$ cat src/hw/rtl/lapp_pkg.sv
package lapp_pkg;

  localparam int COORD_BITS = 32;
  localparam int FRAC_BITS  = 16;

  localparam int NREG   = 6;
  localparam int REG_AW = 3;

  localparam logic [REG_AW-1:0] REG_CAM_X = 3'd0;
  localparam logic [REG_AW-1:0] REG_CAM_Y = 3'd1;
  localparam logic [REG_AW-1:0] REG_CAM_Z = 3'd2;
  localparam logic [REG_AW-1:0] REG_AIM_X = 3'd3;
  localparam logic [REG_AW-1:0] REG_AIM_Y = 3'd4;
  localparam logic [REG_AW-1:0] REG_AIM_Z = 3'd5;

  // look direction is scaled below 2^SCALE_BITS before the square roots
  localparam int SCALE_BITS = 30;

  typedef enum logic [1:0] {
    STAT_OK    = 2'd0,
    STAT_VERT  = 2'd1,
    STAT_DZERO = 2'd2
  } stat_e;

  typedef struct packed {
    logic vert;
    logic dzero;
    logic behind;
    logic neg_x;
    logic neg_y;
    logic ovf_x;
    logic ovf_y;
  } flags_t;

endpackage

$ cat src/hw/rtl/lapp_cell.sv
module lapp_cell #(
  parameter int COORD_BITS = lapp_pkg::COORD_BITS,
  parameter int FRAC_BITS  = lapp_pkg::FRAC_BITS,
  parameter int IDX        = 0
) (
  input  logic                  clk_i,
  input  logic                  rst_ni,
  input  logic                  in_valid_i,
  output logic                  in_ready_o,
  input  logic [COORD_BITS+4:0] ud_i,
  input  logic [COORD_BITS+4:0] unx_i,
  input  logic [COORD_BITS+4:0] uny_i,
  input  logic [COORD_BITS+4:0] remx_i,
  input  logic [COORD_BITS+4:0] remy_i,
  input  logic [COORD_BITS-1:0] qx_i,
  input  logic [COORD_BITS-1:0] qy_i,
  input  lapp_pkg::flags_t      flags_i,
  output logic                  out_valid_o,
  input  logic                  out_ready_i,
  output logic [COORD_BITS+4:0] ud_o,
  output logic [COORD_BITS+4:0] unx_o,
  output logic [COORD_BITS+4:0] uny_o,
  output logic [COORD_BITS+4:0] remx_o,
  output logic [COORD_BITS+4:0] remy_o,
  output logic [COORD_BITS-1:0] qx_o,
  output logic [COORD_BITS-1:0] qy_o,
  output lapp_pkg::flags_t      flags_o
);

  localparam int C  = COORD_BITS;
  localparam int SW = C + 5;

  logic nbx, nby;
  logic [SW:0]   tx, ty;
  logic          gx, gy;
  logic [C-1:0]  qx_n, qy_n;

  logic              valid_q;
  logic [SW-1:0]     ud_q, unx_q, uny_q, remx_q, remy_q;
  logic [C-1:0]      qx_q, qy_q;
  lapp_pkg::flags_t  flags_q;

  generate
    if (IDX >= FRAC_BITS) begin : g_num
      assign nbx = unx_i[IDX-FRAC_BITS];
      assign nby = uny_i[IDX-FRAC_BITS];
    end else begin : g_zero
      assign nbx = 1'b0;
      assign nby = 1'b0;
    end
  endgenerate

  always_comb begin
    tx   = {remx_i, nbx};
    ty   = {remy_i, nby};
    gx   = tx >= {1'b0, ud_i};
    gy   = ty >= {1'b0, ud_i};
    qx_n = qx_i;
    qy_n = qy_i;
    qx_n[IDX] = gx;
    qy_n[IDX] = gy;
  end

  assign in_ready_o = !valid_q || out_ready_i;

  always_ff @(posedge clk_i or negedge rst_ni) begin
    if (!rst_ni) begin
      valid_q <= 1'b0;
    end else if (in_ready_o) begin
      valid_q <= in_valid_i;
    end
  end

  always_ff @(posedge clk_i) begin
    if (in_ready_o) begin
      ud_q    <= ud_i;
      unx_q   <= unx_i;
      uny_q   <= uny_i;
      remx_q  <= gx ? SW'(tx - {1'b0, ud_i}) : SW'(tx);
      remy_q  <= gy ? SW'(ty - {1'b0, ud_i}) : SW'(ty);
      qx_q    <= qx_n;
      qy_q    <= qy_n;
      flags_q <= flags_i;
    end
  end

  assign out_valid_o = valid_q;
  assign ud_o        = ud_q;
  assign unx_o       = unx_q;
  assign uny_o       = uny_q;
  assign remx_o      = remx_q;
  assign remy_o      = remy_q;
  assign qx_o        = qx_q;
  assign qy_o        = qy_q;
  assign flags_o     = flags_q;

endmodule

$ cat config.mk
export PLATFORM = sky130hd
export DESIGN_NAME = lapp_cell
export DESIGN_NICKNAME = d
export VERILOG_FILES = /design/src/hw/rtl/lapp_pkg.sv /design/src/hw/rtl/lapp_cell.sv
export SDC_FILE = /design/constraint.sdc
export NUM_CORES = 1
export LEC_CHECK = 0
export ABC_AREA = 1
export BUFFER_PORTS_ARGS = -buffer_cell sky130_fd_sc_hd__buf_2
export CELL_PAD_IN_SITES_DETAIL_PLACEMENT = 1
export CELL_PAD_IN_SITES_GLOBAL_PLACEMENT = 2
export CORE_ASPECT_RATIO = 0.6
export CORE_UTILIZATION = 27
export CTS_BUF_LIST = sky130_fd_sc_hd__clkbuf_8
export DETAILED_ROUTE_END_ITERATION = 12
export GPL_ROUTABILITY_DRIVEN = 0
export PLACE_DENSITY = 0.82
export REMOVE_ABC_BUFFERS = 1
export SLEW_MARGIN = 20
export SYNTH_ARGS = -nofsm -noshare
export SYNTH_HDL_FRONTEND = slang
export SYNTH_SLANG_ARGS = --single-unit
export TNS_END_PERCENT = 1
$ cat constraint.sdc
create_clock -name clk_i -period 9.2 [get_ports clk_i]
set_input_delay 1.84 -clock clk_i [delete_from_list [all_inputs] [get_ports clk_i]]
set_output_delay 1.84 -clock clk_i [all_outputs]
set_load 0.05 [all_outputs]
## Yosys cells after proc, flatten, opt, wreduce, memory -nomap -nowiden

Index checks and enable logic that the tools add are counted.

| cells by class | value |
|---|---|
| $add $sub $neg | 2 |
| multiply operators | 0 |
| div/mod/pow operators | 0 |
| magnitude comparators | 2 |
| eq/ne operators | 0 |
| shift-type cells | 0 |
| multiplexer cells | 2 |
| bitwise gates (word level) | 0 |
| reduce and logical (&&, ||, !) cells | 2 |

Operators by type and width:

| cell | count |
|---|---|
| >= comparator 38 x 37 -> 1 bit | 2 |
| 2-to-1 mux 37 bit | 2 |
| subtractor 37 bit | 2 |
| zero test 1 bit | 1 |
| logical OR 1 bit | 1 |

| storage, ports and cells | value |
|---|---|
| register bits after elaboration | 257 |
| bits in latches | 0 |
| RAM bits | 0 |
| ROM bits | 0 |
| logic and storage cells | 25 |
| memories kept | 0 |

## Logic depth before layout (Yosys ltp)

| logic depth | value |
|---|---|
| depth in word-level cells | 2 |
| mapped depth | 16 |
| gate-level depth less buffers | 15 |

## Least setup slack after synthesis

Ideal clock, no wire load.

| path | value |
|---|---|
| kind | input to output |
| start | input out_ready_i |
| end | output in_ready_o |
| arrival time | 7.577 ns |
| setup slack | -0.217 ns |
| stages on the path | 2 |
| buffers on the path | 0 |
| cell sequence | inv_1 > nand2_1 |

| between the ends | value |
|---|---|
| word-level cells in the longest chain between the ends | 1 |

RTL lines:

| item | line | text |
|---|---|---|
| start: declaration | lapp_cell.sv:19 | `input logic out_ready_i,` |
| logical OR 1 bit | lapp_cell.sv:64 | `assign in_ready_o = !valid_q \|\| out_ready_i;` |
| end: declaration | lapp_cell.sv:9 | `output logic in_ready_o,` |

No other way between the ends.

## Worst setup path in the final report

Same ends and word-level chain as after synthesis.

==> run summary <==
Across the routed clock network, the largest skew measured is 38.1 ps. The share of total power in the clock network was 0.273; the layout overhead on the synthesized area was 27.9%. During placement, the flow inserted port buffers numbering 515. The deepest level of the CTS H-tree is 2, and the instance count of the mapped netlist is 1685. The tool flagged a number of max-cap violations equal to 0.

The first global-routing pass estimated 88.7 mm of wire. Summed over all layers, the routed wires come to 61.8 mm. For the via count of the first global-routing pass, the log shows 13.6k.

STA classifies the critical path endpoint as a primary output. Across the VDD grid, the largest voltage drop is 0.0940 mV. The die covers 55600 um^2. 518 I/O pins were placed.

For the fraction of power consumed by combinational cells, the log shows 0.320. The later pin in the worst-skew pair is clocked with a latency of 600 ps. The layout cell share with drive strength beyond 1 came out at 0.284. Cell internal power was estimated by the tool at 2.20 mW. The count of endpoints failing hold in the final timing report came out at 0. The tree built by TritonCTS fans out to 257 sinks. In this run the worst setup path terminates at in_ready_o. Vertical die dimension: 183 um. The sum of internal, switching and leakage power is 3.61 mW.

The global-route usage over all layers was 0.215. The post-synthesis sequential element count came out at 257. Classification of the worst setup path: input port to primary output.

The sequential power share came out at 0.407. The share of the clock period used by the worst path after layout came out at 0.502. The capture instance of the worst register-to-register path was qx_o[21].

The count of cells along the worst register-to-register path is 2. The logs give 9.50 nW for the leakage component of the power and 0 for the post-route antenna net violation count. Entering global routing, the biggest net connects 179 pins. The tools report the initial antenna violation count as 15. In this run the worst setup path begins at out_ready_i. The tools report the number of clock buffers inserted by TritonCTS as 42. The tools report the highest achievable clock rate as 0.217 GHz.

For the worst setup path, the data required time is 7360 ps. The routed layout has 13.5k vias. The relative slew slack was 0.201. The initial DRC count came out at 990.

The power per cell area was 191 nW/um^2. The post-route minimum period was 4610 ps; the core footprint was 53300 um^2. After clock tree synthesis, the clock-pin slew on the worst setup and hold paths is 60 ps. The global routing met1 resource utilization is 0.326, and the wire length per cell after detailed routing is 20.8 um. In the final timing run, aggregate negative setup slack is 0 ps. The initialized floorplan defines 65 standard-cell rows. The number of different library cells used by synthesis comes to 30. The tools report the total global routing overflow as 0. In this run, post-CTS hold repair placed 0 buffers. The arrival time at the worst endpoint came out at 2770 ps. The first detailed-routing pass ran for 5 iterations. Type of the tightest min-delay check: flip-flop to flip-flop. TritonCTS built the clock tree. Clock tree synthesis selected as its root buffer the cell sky130_fd_sc_hd__clkbuf_8. In the final design database the tool counted 2562 nets.

The mean instance size in the synthesized netlist came out at 8.75 um^2. Beginning of the worst register-to-register path: out_valid_o. The number of slew-limit violations in the final report is 0. The flow ran to the end, and the final reports show no timing, DRC or antenna violations.

Initial cell density of the core: 0.277. The fraction of power spent switching nets was 0.390. After detailed routing, the number of vias per cell comes to 4.57.

In this run the cell area of the synthesized design comes to 14800 um^2. For the final-report setup violation count, the log shows 0. At the pin with the least slew margin, the transition time is 1200 ps.

Met2 global-route usage: 0.307. Total DRC errors in the routed layout: 0. Total of warnings raised by yosys: 0.

The die outline width is 304 um, and the net switching power is 1.41 mW. The run gives 0 as the post-cts repair resize count. Setup repair after global routing left no endpoint under its margin.

Along the worst path, the maximum fanout reaches 42. The tools report the placed wire-length estimate after detailed placement as 51.4 mm. The category of the worst setup path launch point is an input port. The layer carrying the most global-route usage is met1. Share of the yosys chip area belonging to registers: 0.523. For the met3 capacity usage during global routing, the log shows 0.0493.

The worst register-to-register path has a setup slack of 6910 ps. The utilization of the core after routing came out at 0.354. Count of fill cells added during filler insertion: 6470. Once the clock tree was built, the setup fixing pass inserted 0 buffers. In this run the deepest clock path goes through 3 buffers.
==> synthesized netlist by cell type <==
library cell / number / area [um^2]
sky130_fd_sc_hd__a31o_1: 2 / 17.5
sky130_fd_sc_hd__clkinv_1: 2 / 7.51
sky130_fd_sc_hd__nand4_1: 8 / 50.1
sky130_fd_sc_hd__buf_12: 2 / 40.0
sky130_fd_sc_hd__a21boi_0: 2 / 15.0
sky130_fd_sc_hd__nor2_2: 12 / 75.1
sky130_fd_sc_hd__edfxtp_1: 256 / 7690
sky130_fd_sc_hd__xor2_1: 36 / 315
sky130_fd_sc_hd__nand3b_1: 18 / 135
sky130_fd_sc_hd__dfrtp_1: 1 / 25.0
sky130_fd_sc_hd__inv_1: 255 / 957
sky130_fd_sc_hd__nand2_4: 2 / 22.5
sky130_fd_sc_hd__a21oi_1: 50 / 250
sky130_fd_sc_hd__nor2_1: 129 / 484
sky130_fd_sc_hd__inv_2: 10 / 37.5
sky130_fd_sc_hd__nor3_2: 3 / 30.0
sky130_fd_sc_hd__a21oi_2: 4 / 35.0
sky130_fd_sc_hd__nand3_2: 22 / 220
sky130_fd_sc_hd__buf_2: 10 / 50.1
sky130_fd_sc_hd__nand2_1: 585 / 2200
sky130_fd_sc_hd__nor2_4: 3 / 33.8
sky130_fd_sc_hd__o21bai_1: 12 / 90.1
sky130_fd_sc_hd__xnor2_1: 2 / 17.5
sky130_fd_sc_hd__nand2_2: 11 / 68.8
sky130_fd_sc_hd__ha_1: 74 / 926
sky130_fd_sc_hd__nand3_1: 139 / 696
sky130_fd_sc_hd__o21ai_0: 10 / 50.1
sky130_fd_sc_hd__nor3_1: 13 / 65.1
sky130_fd_sc_hd__buf_6: 10 / 113
sky130_fd_sc_hd__fa_1: 2 / 40.0
==> per-layer routing <==
metal  part of all wire  vias to the layer above
li1                   -                     6548
met1               0.49                     6462
met2               0.42                      459
met3              0.074                       72
met4              0.018                        6
met5            0.00055                        -
==> state kept, by name, indices dropped and copies added (netlist names) <==
signal	cells
flags_o	7
out_valid_o	1
ud_o	37
remx_o	37
qy_o	32
qx_o	32
uny_o	37
remy_o	37
unx_o	37
==> worst min path at each step <==
stage / slack, ps / end / startpoint / cells past startpoint
final: 980 / out_valid_o / out_valid_o / 2
after global routing: 1010 / out_valid_o / rst_ni / 1
after CTS: 1000 / out_valid_o / out_valid_o / 2
after detailed placement: 990 / out_valid_o / out_valid_o / 2
after global placement: 970 / out_valid_o / out_valid_o / 2
after floorplan: 1540 / out_valid_o / rst_ni / 0
==> power by group through the flow <==
stage | clock [mW] | sequential [mW] | combinational, mW
after floorplan | 0 | 1.92 | 0.377
after global placement | 0 | 1.49 | 1.14
after detailed placement | 0 | 1.49 | 1.15
after CTS | 1.02 | 1.47 | 1.15
after global routing | 1.07 | 1.48 | 1.23
final | 0.987 | 1.47 | 1.15
==> stage by stage <==
step | cell area, um^2 | worst slack [ps] | hold slack (ps) | cells
after CTS | 18800 | 4560 | 1000 | 2960
after detailed placement | 18100 | 4460 | 995 | 2885
after global routing | 18900 | 4490 | 1010 | 2965
after floorplan | 14500 | -217 | 1540 | 1663
final | 18900 | 4590 | 982 | 2966
after global placement | 18100 | 4430 | 966 | 2885
==> cells by family after synthesis <==
logic type / Yosys count / synth area share
buffers and inverters: 289 / 0.0817
adders and majority gates: 76 / 0.0655
and+or+nand+nor: 945 / 0.276
xor gates and xnor gates: 38 / 0.0226
DFF: 257 / 0.523
AOI/OAI and AO/OA: 80 / 0.0310
==> layout make-up <==
cell class | count | area (um^2) | area share
Clock inverter | 32 | 199 | 0.0105
Tap cell | 703 | 880 | 0.0466
Antenna cell | 6 | 15.0 | 0.000796
Clock buffer | 43 | 592 | 0.0314
Multi-Input combinational cell | 1139 | 5840 | 0.310
Timing Repair Buffer | 519 | 2620 | 0.139
Inverter | 267 | 1000 | 0.0531
Sequential cell | 257 | 7710 | 0.409
==> critical path: stages <==
cell,delay [ps]
sky130_fd_sc_hd__buf_2,70
sky130_fd_sc_hd__inv_1,50
sky130_fd_sc_hd__nand2_4,430
sky130_fd_sc_hd__buf_2,370
==> cell usage in the layout, fill, tap and decap left out, types with 11 or more instances in the layout <==
cell type,n
sky130_fd_sc_hd__nand2_1,584
sky130_fd_sc_hd__buf_2,515
sky130_fd_sc_hd__inv_1,264
sky130_fd_sc_hd__edfxtp_1,256
sky130_fd_sc_hd__nand3_1,139
sky130_fd_sc_hd__nor2_1,129
sky130_fd_sc_hd__ha_1,74
sky130_fd_sc_hd__a21oi_1,50
sky130_fd_sc_hd__clkbuf_8,43
sky130_fd_sc_hd__xor2_1,36
sky130_fd_sc_hd__nand3_2,22
sky130_fd_sc_hd__nand3b_1,18
sky130_fd_sc_hd__clkinv_1,14
sky130_fd_sc_hd__nor3_1,13
sky130_fd_sc_hd__nor2_2,12
sky130_fd_sc_hd__o21bai_1,12
sky130_fd_sc_hd__nand2_2,11
Power figures use the tool's default switching activity.
